===== src/sv/lpl_pkg.sv =====
// Shared types, widths and constant helpers for the permutation lookup block.
`default_nettype none
package lpl_pkg;

   localparam int RANK_W        = 16;
   localparam int POS_W         = 3;
   localparam int SYM_W         = 4;
   localparam int CNT_W         = 4;
   localparam int SAT_W         = RANK_W + 1;
   localparam int MAX_POSITIONS = 1 << POS_W;
   localparam int QUEUE_DEPTH   = 2;
   localparam int QPTR_W        = 1;
   localparam int QCNT_W        = 2;

   localparam logic [SAT_W-1:0] SAT_LIMIT = SAT_W'(1) << RANK_W;

   // One classified query as it waits between the front and the back.
   typedef struct packed {
      logic [RANK_W-1:0] rank;
      logic [POS_W-1:0]  pos;
      logic              err;
   } item_type;

   // k times j factorial, clipped just above the largest rank.
   function automatic logic [SAT_W-1:0] sat_mult(input int j, input int k);
      longint acc;
      acc = longint'(k);
      for (int i = 2; i <= j; i++) begin
         acc = acc * longint'(i);
         if (acc > longint'(SAT_LIMIT)) begin
            acc = longint'(SAT_LIMIT);
         end
      end
      if (acc > longint'(SAT_LIMIT)) begin
         acc = longint'(SAT_LIMIT);
      end
      return SAT_W'(acc);
   endfunction

endpackage
`default_nettype wire


===== src/sv/lpl_front.sv =====
// Front end: takes query beats and flags out-of-range ranks and positions.
`default_nettype none
module lpl_front import lpl_pkg::*; #(
   parameter int MAX_SYMBOLS = 8
) (
   input  wire logic              req_push,
   input  wire logic [RANK_W-1:0] req_perm_rank,
   input  wire logic [POS_W-1:0]  req_position,
   input  wire logic [CNT_W-1:0]  eff_count,
   input  wire logic              queue_full,
   output logic                   req_full,
   output logic                   push_valid,
   output item_type               push_item
);

   logic [SAT_W-1:0] fact_tab [MAX_SYMBOLS+1];

   for (genvar c = 0; c <= MAX_SYMBOLS; c++) begin : g_fact
      assign fact_tab[c] = sat_mult(c, 1);
   end

   logic rank_bad;
   logic pos_bad;

   assign rank_bad = {1'b0, req_perm_rank} >= fact_tab[eff_count];
   assign pos_bad  = CNT_W'(req_position) >= eff_count;

   assign req_full       = queue_full;
   assign push_valid     = req_push && !queue_full;
   assign push_item.rank = req_perm_rank;
   assign push_item.pos  = req_position;
   assign push_item.err  = rank_bad || pos_bad;

endmodule
`default_nettype wire


===== src/sv/lpl_queue.sv =====
// Short register queue that decouples the front end from the unranking pipeline.
`default_nettype none
module lpl_queue import lpl_pkg::*; (
   input  wire logic     clock,
   input  wire logic     reset,
   input  wire logic     push,
   input  item_type      push_item,
   output logic          full,
   input  wire logic     pop,
   output logic          empty,
   output item_type      head_item
);

   item_type            slot_ff [QUEUE_DEPTH];
   logic [QPTR_W-1:0]   wr_ptr_ff, wr_ptr_in;
   logic [QPTR_W-1:0]   rd_ptr_ff, rd_ptr_in;
   logic [QCNT_W-1:0]   count_ff, count_in;
   logic                do_push;
   logic                do_pop;

   assign full      = count_ff == QCNT_W'(QUEUE_DEPTH);
   assign empty     = count_ff == '0;
   assign do_push   = push && !full;
   assign do_pop    = pop && !empty;
   assign head_item = slot_ff[rd_ptr_ff];

   always_comb begin
      wr_ptr_in = wr_ptr_ff;
      rd_ptr_in = rd_ptr_ff;
      count_in  = count_ff;
      if (do_push) begin
         wr_ptr_in = (wr_ptr_ff == QPTR_W'(QUEUE_DEPTH - 1)) ? '0 : wr_ptr_ff + 1'b1;
      end
      if (do_pop) begin
         rd_ptr_in = (rd_ptr_ff == QPTR_W'(QUEUE_DEPTH - 1)) ? '0 : rd_ptr_ff + 1'b1;
      end
      if (do_push && !do_pop) begin
         count_in = count_ff + 1'b1;
      end else if (do_pop && !do_push) begin
         count_in = count_ff - 1'b1;
      end
   end

   always_ff @(posedge clock) begin
      if (reset) begin
         wr_ptr_ff <= '0;
         rd_ptr_ff <= '0;
         count_ff  <= '0;
      end else begin
         wr_ptr_ff <= wr_ptr_in;
         rd_ptr_ff <= rd_ptr_in;
         count_ff  <= count_in;
      end
   end

   always_ff @(posedge clock) begin
      if (do_push) begin
         slot_ff[wr_ptr_ff] <= push_item;
      end
   end

endmodule
`default_nettype wire


===== src/sv/lpl_back.sv =====
// Back end: one pipeline stage per factorial digit, each picking the digit-th unused symbol.
`default_nettype none
module lpl_back import lpl_pkg::*; #(
   parameter int MAX_SYMBOLS = 8
) (
   input  wire logic              clock,
   input  wire logic              reset,
   input  wire logic [CNT_W-1:0]  eff_count,
   input  wire logic              in_valid,
   input  item_type               in_item,
   output logic                   in_take,
   output logic                   out_valid,
   input  wire logic              out_pop,
   output logic [SYM_W-1:0]       symbol_value,
   output logic                   range_error
);

   localparam int DEPTH = (MAX_SYMBOLS < MAX_POSITIONS) ? MAX_SYMBOLS : MAX_POSITIONS;
   localparam int IDX_W = (MAX_SYMBOLS > 1) ? $clog2(MAX_SYMBOLS) : 1;

   typedef struct packed {
      logic [RANK_W-1:0]      rank;
      logic [POS_W-1:0]       pos;
      logic                   err;
      logic [MAX_SYMBOLS-1:0] used;
      logic [SYM_W-1:0]       sym;
   } stage_type;

   logic [SAT_W-1:0] mult_tab [MAX_SYMBOLS][MAX_SYMBOLS];

   for (genvar j = 0; j < MAX_SYMBOLS; j++) begin : g_row
      for (genvar k = 0; k < MAX_SYMBOLS; k++) begin : g_col
         assign mult_tab[j][k] = sat_mult(j, k);
      end
   end

   stage_type stage_ff  [DEPTH];
   stage_type stage_in  [DEPTH];
   stage_type stage_src [DEPTH];
   logic      src_valid [DEPTH];
   logic      valid_ff  [DEPTH];
   logic      adv       [DEPTH+1];

   // A stage moves when it is empty or the stage after it moves.
   always_comb begin
      adv[DEPTH] = out_pop;
      for (int i = DEPTH - 1; i >= 0; i--) begin
         adv[i] = !valid_ff[i] || adv[i+1];
      end
   end

   assign in_take = in_valid && adv[0];

   always_comb begin
      stage_src[0].rank = in_item.rank;
      stage_src[0].pos  = in_item.pos;
      stage_src[0].err  = in_item.err;
      stage_src[0].used = '0;
      stage_src[0].sym  = '0;
      src_valid[0]      = in_valid;
      for (int i = 1; i < DEPTH; i++) begin
         stage_src[i] = stage_ff[i-1];
         src_valid[i] = valid_ff[i-1];
      end
   end

   for (genvar i = 0; i < DEPTH; i++) begin : g_stage
      logic [CNT_W-1:0] j_full;
      logic [IDX_W-1:0] j_idx;
      logic             active;

      assign j_full = eff_count - CNT_W'(i + 1);
      assign j_idx  = j_full[IDX_W-1:0];
      assign active = !stage_src[i].err && (POS_W'(i) <= stage_src[i].pos);

      always_comb begin
         logic [CNT_W-1:0]       digit;
         logic [IDX_W-1:0]       digit_idx;
         logic [MAX_SYMBOLS-1:0] free_mask;
         logic [MAX_SYMBOLS-1:0] hit;
         logic [SYM_W-1:0]       pick;
         logic [SAT_W-1:0]       base;
         digit = '0;
         for (int k = 1; k < MAX_SYMBOLS; k++) begin
            if ({1'b0, stage_src[i].rank} >= mult_tab[j_idx][k]) begin
               digit = digit + 1'b1;
            end
         end
         digit_idx = digit[IDX_W-1:0];
         base      = mult_tab[j_idx][digit_idx];
         free_mask = ~stage_src[i].used;
         hit       = '0;
         pick      = '0;
         // The digit-th free symbol: count free symbols below each candidate.
         for (int s = 0; s < MAX_SYMBOLS; s++) begin
            if (free_mask[s] &&
                CNT_W'($countones(free_mask & ((MAX_SYMBOLS'(1) << s) - 1'b1))) == digit) begin
               hit[s] = 1'b1;
               pick   = SYM_W'(s + 1);
            end
         end
         stage_in[i] = stage_src[i];
         if (active) begin
            stage_in[i].rank = stage_src[i].rank - base[RANK_W-1:0];
            stage_in[i].used = stage_src[i].used | hit;
            if (POS_W'(i) == stage_src[i].pos) begin
               stage_in[i].sym = pick;
            end
         end
      end
   end

   always_ff @(posedge clock) begin
      if (reset) begin
         for (int i = 0; i < DEPTH; i++) begin
            valid_ff[i] <= 1'b0;
         end
      end else begin
         for (int i = 0; i < DEPTH; i++) begin
            if (adv[i]) begin
               valid_ff[i] <= src_valid[i];
            end
         end
      end
   end

   always_ff @(posedge clock) begin
      for (int i = 0; i < DEPTH; i++) begin
         if (adv[i]) begin
            stage_ff[i] <= stage_in[i];
         end
      end
   end

   assign out_valid    = valid_ff[DEPTH-1];
   assign range_error  = stage_ff[DEPTH-1].err;
   assign symbol_value = stage_ff[DEPTH-1].err ? '0 : stage_ff[DEPTH-1].sym;

endmodule
`default_nettype wire


===== src/sv/lexicographic_permutation_lookup.sv =====
// Top level of the lexicographic permutation lookup: register, front end, queue, unranker.
`default_nettype none
// Each request beat carries a permutation rank and a position; the response beat gives the
// symbol (1..count) at that position of the rank-th lexicographic permutation of 1..count,
// or zero with range_error set when the rank is at least count factorial or the position is
// at least count. The count comes from the one configuration register (reset value 8; a
// write of 0 acts as 1 and anything above MAX_SYMBOLS acts as MAX_SYMBOLS) and may only be
// written while no beats are in flight. A new request beat is taken every cycle while
// req_full is low. An accepted request beat waits in the two-entry queue behind the range
// check, then passes one pipeline stage per factorial digit, where each stage compares
// the rank against the multiples of one factorial and picks the unused symbol that its
// digit selects. The last stage is the response register, so a waiting response does
// not block new requests until the pipeline and queue are full; responses leave in
// request order.
module lexicographic_permutation_lookup import lpl_pkg::*; #(
   parameter int MAX_SYMBOLS = 8
) (
   input  wire logic              clock,
   input  wire logic              reset,
   input  wire logic              req_push,
   output logic                   req_full,
   input  wire logic [RANK_W-1:0] req_perm_rank,
   input  wire logic [POS_W-1:0]  req_position,
   output logic                   rsp_empty,
   input  wire logic              rsp_pop,
   output logic [SYM_W-1:0]       rsp_symbol_value,
   output logic                   rsp_range_error,
   input  wire logic              csr_write_enable,
   input  wire logic [CNT_W-1:0]  csr_write_data
);

   localparam logic [CNT_W-1:0] COUNT_RESET = CNT_W'(8);
   localparam logic [CNT_W-1:0] COUNT_MAX   = CNT_W'(MAX_SYMBOLS);

   logic [CNT_W-1:0] symbol_count_ff;
   logic [CNT_W-1:0] eff_count;

   // The register keeps what was written; the clamped count feeds the datapath.
   always_ff @(posedge clock) begin
      if (reset) begin
         symbol_count_ff <= COUNT_RESET;
      end else if (csr_write_enable) begin
         symbol_count_ff <= csr_write_data;
      end
   end

   always_comb begin
      priority if (symbol_count_ff == '0) begin
         eff_count = CNT_W'(1);
      end else if (symbol_count_ff > COUNT_MAX) begin
         eff_count = COUNT_MAX;
      end else begin
         eff_count = symbol_count_ff;
      end
   end

   logic     queue_full;
   logic     push_valid;
   item_type push_item;
   logic     queue_empty;
   item_type head_item;
   logic     back_take;
   logic     back_valid;

   lpl_front #(
      .MAX_SYMBOLS (MAX_SYMBOLS)
   ) u_front (
      .req_push      (req_push),
      .req_perm_rank (req_perm_rank),
      .req_position  (req_position),
      .eff_count     (eff_count),
      .queue_full    (queue_full),
      .req_full      (req_full),
      .push_valid    (push_valid),
      .push_item     (push_item)
   );

   lpl_queue u_queue (
      .clock     (clock),
      .reset     (reset),
      .push      (push_valid),
      .push_item (push_item),
      .full      (queue_full),
      .pop       (back_take),
      .empty     (queue_empty),
      .head_item (head_item)
   );

   lpl_back #(
      .MAX_SYMBOLS (MAX_SYMBOLS)
   ) u_back (
      .clock        (clock),
      .reset        (reset),
      .eff_count    (eff_count),
      .in_valid     (!queue_empty),
      .in_item      (head_item),
      .in_take      (back_take),
      .out_valid    (back_valid),
      .out_pop      (rsp_pop),
      .symbol_value (rsp_symbol_value),
      .range_error  (rsp_range_error)
   );

   assign rsp_empty = !back_valid;

endmodule
`default_nettype wire

===== config.mk =====
export PLATFORM = sky130hd
export DESIGN_NAME = lexicographic_permutation_lookup
export DESIGN_NICKNAME = d
export VERILOG_FILES = /design/src/sv/lpl_pkg.sv /design/src/sv/lpl_front.sv /design/src/sv/lpl_queue.sv /design/src/sv/lpl_back.sv /design/src/sv/lexicographic_permutation_lookup.sv
export SDC_FILE = /design/constraint.sdc
export NUM_CORES = 2
export LEC_CHECK = 0
export BUFFER_PORTS_ARGS = -buffer_cell sky130_fd_sc_hd__buf_2
export CELL_PAD_IN_SITES_DETAIL_PLACEMENT = 0
export CELL_PAD_IN_SITES_GLOBAL_PLACEMENT = 2
export CORE_UTILIZATION = 41
export DETAILED_ROUTE_END_ITERATION = 7
export PLACE_DENSITY_LB_ADDON = 0.1
export REMOVE_ABC_BUFFERS = 1
export SLEW_MARGIN = 20
export SYNTH_ARGS = -nofsm -noshare
export SYNTH_HDL_FRONTEND = slang
export SYNTH_SLANG_ARGS = --single-unit

===== constraint.sdc =====
create_clock -name clock -period 21.3 [get_ports clock]
set_input_delay 4.26 -clock clock [delete_from_list [all_inputs] [get_ports clock]]
set_output_delay 4.26 -clock clock [all_outputs]
set_load 0.01 [all_outputs]

---- Yosys cells after proc, flatten, opt, wreduce, memory -nomap -nowiden ----
Memory sizes are Yosys's and may differ from the RTL's. A register that Yosys moved wholly into a read port is not among the register bits.
Index checks and enable logic that the tools add are counted.
storage, ports and cells
  memories kept ........................... 12
  output and inout bits ................... 7
  word-level logic and storage cells ...... 748
  input port bits ......................... 28
  bits in read-only memories .............. 8,976
  flip-flop bits (word level) ............. 8
  bits in writable memories ............... 304
memories
  name             words  width  rd ports  clocked after Yosys merged registers in  wr ports  line            text
  (no name shown)  8      136    1         0                                        0         lpl_back.sv:85  if ({1'b0, stage_src[i].rank} >= mult_tab[j_idx][k]) begin
  (no name shown)  8      136    1         0                                        0         lpl_back.sv:85
  (no name shown)  8      136    1         0                                        0         lpl_back.sv:85
  (no name shown)  8      136    1         0                                        0         lpl_back.sv:85
  (no name shown)  8      136    1         0                                        0         lpl_back.sv:85
  (no name shown)  8      136    1         0                                        0         lpl_back.sv:85
  6 more memories  --     --     --        --                                       --        --
operators by class
  reductions and logical operators ........ 111
  mux-type cells .......................... 303
  $add $sub $neg .......................... 131
  equal/unequal tests ..................... 64
  bitwise logic cells ..................... 39
  magnitude comparators ................... 84
operator list
  cell                 number
  $mux 136             16
  $ge 16x17->1         57
  $mux 4               115
  $bmux 17 s3          8
  $mux 16              24
  $add 4x1->4 const B  47
  $eq 4x4->1           42
  $mux 1               128
  $sub 16x16->16       8
  $mux 12              8
  $add 4x1->4          21
  $add 4x4->4          21
  $logic_and 1x1->1    70
  $ge 4x4->1 const B   16
  $not 3->4            16
  $not 8->8            7
  $or 8x8->8           7
  $add 1x1->2          21
  $logic_not 4->1      9
  $mux 17              2
  $eq 1x4->1           7
  $logic_not 1->1      20
  $eq 3x4->1 const A   4
  $eq 3x3->1 const A   4
  other kinds (25)     54

---- Depth between registers and ports, before layout ----
  depth after elaboration ................. 34
  mapped depth ............................ 65
  gate-level depth less buffers ........... 58

---- By module ----
Synthesis repeated with hierarchy kept, for this count alone.
second synthesis, totals
  cell total of the unflattened synthesis .. 4,968
  area total of the unflattened synthesis .. 42,189.2 µm²
modules (own cells, without submodules)
  module                            cells each  times used  seq. area each (µm²)  area an instance (µm²)
  lpl_back                          4,782       1           7,116.8               39,763.1
  lpl_queue                         87          1           1,301.2               1,654.1
  lpl_front                         79          1           0.0                   590.6
  lexicographic_permutation_lookup  20          1           80.1                  181.4

---- Least setup slack after synthesis ----
Ideal clock, no wire load.
  kind .................................... register to register
  start ................................... register symbol_count_ff[3]
  end ..................................... memory u_back.stage_ff[0][30] in the netlist's numbering (data pin)
  clock period less this slack ............ 12.571 ns
  library setup time ...................... 0.270 ns
  path slack .............................. 8.729 ns
  required time ........................... 21.030 ns
  path buffers ............................ 8
  data arrival time ....................... 12.300 ns
  cell stages (with the launch flop) ...... 61
  path through ............................ dfxtp_1 > clkbuf_1 > clkinv_1 > nand2_1 > clkbuf_1 > buf_1 > ha_1 > clkbuf_1 > clkinv_1 > ha_1 > clkbuf_1 > nand2_1 > nor2_1 > clkbuf_1 > inv_1 > ha_1 > a21o_1 > a21o_1 > (+25 left out) > clkbuf_1 > nor2_1 > a22oi_1 > a31o_2 > ha_1 > a21o_1 > a21oi_1 > o21bai_1 > a21oi_1 > o21bai_1 > a21oi_1 > o21bai_1 > a21oi_1 > o21bai_1 > a211o_1 > a31oi_1 > xor2_1 > a21oi_1
RTL lines
  element                   line                                    text
  start: declaration        lexicographic_permutation_lookup.sv:35  logic [CNT_W-1:0] symbol_count_ff;
  start signal: assignment  lexicographic_permutation_lookup.sv:43  symbol_count_ff <= csr_write_data;
  end: declaration          lpl_back.sv:37                          stage_type stage_ff [DEPTH];

==> impl_metrics.csv <==
group,metric,value,unit
place,dp_cells,6102,
final_layout,postLayoutCoreUtil,0.445,
clock_network,clk_latency,0.61,ns
final_layout,design_area,0.0446,mm^2
final_layout,nets,5675,
grt,grt_start_max_net_pins,41,
worst_setup_path,cpMaxStageDelayCell,"dfxtp_1",
worst_setup_path,worstSetupPathType,"register to register",
place,dp_hpwl,112000,um
logic_synthesis,synth-edff-count,277,
sta,period_share,0.656,
logic_synthesis,synth-adder-area-share,0.250,
grt,grt_pass1_wl,218000,um
logic_synthesis,synth_most_common_cell,"ha_1",
worst_setup_path,rr_worst_depth,57,
logic_synthesis,avgSynthCellArea,8.54,um^2
clock_network,cts_buffer_depth,3,
worst_setup_path,regToRegSetupSlack,7.32,ns
grt,antenna_found_initial,6,
place,gp_congestion,0.904,
run_status,outcome,"complete, no violations",
sta,final.setup.tns,0,ns
logic_synthesis,synth-seq-cells,286,
worst_setup_path,crit_required,21.64,ns
sta,clock.fmax,71.5,MHz
worst_setup_path,cp-start-kind,"register",
clock_network,cts_buffers,40,
die,core,0.100,mm^2
sta,fin_crit,13.98,ns
worst_setup_path,cp_common_cell,"ha_1",
routing,wl,143000,um
clock_network,post-cts-setup-buffer-count,0,
logic_synthesis,seq_area_frac_synth,0.205,
final_layout,multi_input_area,0.0313,mm^2
sta,tightest_slew,1.11,ns
logic_synthesis,netlist.top_cell.by_area,"ha_1",
worst_setup_path,path_max_fanout,40,
logic_synthesis,synth.top_cell.area_share,0.229,
logic_synthesis,synth_cell_type_count,103,
min_path,hp-class,"register to register",
clock_network,clkTransAtPathRegs,0.06,ns
die,die-width,320,um
grt,grt_pass1_vias,35300,
die,die_area,0.102,mm^2
grt,grt_usage,0.277,
logic_synthesis,synthCells,4851,
worst_setup_path,endpoint,"u_back.stage_ff[1][94]",
routing,drtIter0Drc,2824,
worst_setup_path,critPathLaunch,"symbol_count_ff[3]",
sta,rsz0062_at_grt,"false",
worst_setup_path,crit_path_end_kind,"register",
clock_network,cts_resized,0,
logic_synthesis,synth_top_family_by_area,"adder cells",
die,ioPinCount,35,
sta,hold_viol_final,0,
clock_network,cts_tree,"built",
final_layout,fillers,9987,
place,placement.cell_area,0.0433,mm^2
sta,slew_headroom,0.255,
clock_network,ctsHoldBuffers,0,
die,initial_core_util,0.413,
logic_synthesis,synthArstFlopShare,0,
logic_synthesis,synth_compound_area_frac,0.232,
worst_setup_path,reg2reg_from,"symbol_count_ff[3]",
final_layout,fin_cells,6176,
die,die_height,320,um
place,io_buffers,34,
worst_setup_path,worstPathArrival,14.32,ns
logic_synthesis,yosys-top-cells-area,"ha_1 (23%), edfxtp_1 (20%), o21ai_0 (4.4%)",
logic_synthesis,synth_flop_cell,"edfxtp_1",
routing,wl_per_cell,23.2,um
logic_synthesis,synth_common_cells,"ha_1 (759), nand2_1 (482), o21ai_0 (367)",
final_layout,ff_latch_area,0.00850,mm^2
logic_synthesis,syn-cell-area,0.0414,mm^2
worst_setup_path,slowest_delay,0.69,ns
logic_synthesis,yosys_warnings,0,
sta,setup_violations,0,
sta,skew,0.0324,ns
grt,globalRouteOverflowTotal,0,
routing,drt_drc_violations_left,0,
logic_synthesis,synthMuxAreaShare,0.0131,
clock_network,cts_sinks,286,
logic_synthesis,yosys.area_share.xor_xnor,0.0839,
routing,ant_nets,0,
routing,via_per_inst,5.98,
final_layout,synthToLayoutAreaGrowth,7.73,%
routing,route.vias.total,36900,
final_layout,drive_gt1_frac,0.0629,
sta,drv_slew,0,
clock_network,cts-root-buf,"clkbuf_16",
clock_network,htreeDepth,2,
logic_synthesis,synth_simple_gate_area_frac,0.176,
job,maxCapViolCount,0,
die,row_count,116,
routing,drtPass1Iterations,7,
worst_setup_path,rr_endpoint,"u_back.stage_ff[1][94]",
cell usage in the layout, fill, tap and decap left out, drive strengths merged, types with 39 or more instances in the layout:
cell	count
ha	759
nand2	482
o21ai	376
a21oi	324
inv	281
edfxtp	277
nor2	277
xnor2	214
a21o	119
nand3	116
buf	113
nor3	109
xor2	95
o21a	88
nor2b	71
a31oi	70
nand2b	66
a211oi	54
and3	51
nand4	50
o31ai	49
fa	42
or3	42
clkbuf	42
and2	42
or2	41
nor4	39
metal layers:
layer | part of all wire | routed length (um) | global-route usage
met2 | 0.44 | 62800 | 0.435
met5 | 0.000091 | 13 | 0
met1 | 0.49 | 69900 | 0.400
met3 | 0.052 | 7490 | 0.0334
met4 | 0.023 | 3320 | 0.0661
registers in the layout, indices dropped and copies added (netlist names), named ones only:
register	cells
symbol_count_ff	4
u_back.stage_ff	229
u_queue.count_ff	2
u_queue.slot_ff	40
u_queue.rd_ptr_ff	1
u_back.valid_ff	8
u_queue.wr_ptr_ff	1
worst min-delay path by stage:
stage,from,endpoint,slack [ns],cells after the start
global placement,u_back.stage_ff[1][15],u_back.stage_ff[1][47],0.43,0
CTS,u_back.stage_ff[1][12],u_back.stage_ff[1][44],0.45,0
finish,u_back.stage_ff[1][15],u_back.stage_ff[1][47],0.46,0
detailed placement,u_back.stage_ff[1][12],u_back.stage_ff[1][44],0.44,0
floorplan,u_back.stage_ff[1][76],u_back.stage_ff[1][108],0.42,0
global route,u_back.stage_ff[1][12],u_back.stage_ff[1][44],0.47,0
area by class of cell:
| cell class | count | share of cell area |
|---|---|---|
| repair buffers | 113 | 0.0171 |
| well taps | 1298 | 0.0364 |
| clock inverters | 31 | 0.00707 |
| diodes | 1 | 0.0000561 |
| multi-input cells | 4124 | 0.703 |
| inverters | 281 | 0.0236 |
| flip-flops and latches | 286 | 0.191 |
| clock buffers | 42 | 0.0226 |
worst max-delay path, delay by kind of cell, from the launching register on:
kind | cells | cell delay [ns]
AOI/OAI and AO/OA | 28 | 5.40
xor gates and xnor gates | 2 | 0.41
adders and majority gates | 8 | 2.58
buffers and inverters | 7 | 2.30
DFF | 1 | 0.69
and+or+nand+nor | 12 | 2.30
cells by family after synthesis:
logic type,Yosys count
multiplexers,47
buffers and inverters,441
AO/OA/AOI/OAI,1463
XOR/XNOR,338
adder cells (fa/ha/maj),801
flip-flops,286
AND/OR/NAND/NOR,1475
stage by stage:
stage          hold slack, ns  setup slack [ns]
6_report                0.456              7.32
5_1_grt                 0.468              6.46
3_5_place_dp            0.437              7.53
4_1_cts                 0.450              7.49
3_3_place_gp            0.433              7.50
2_1_floorplan           0.417              8.21
Power is not shown: default switching activity piles up to over one toggle a cycle in this logic, so the estimate is an artifact.
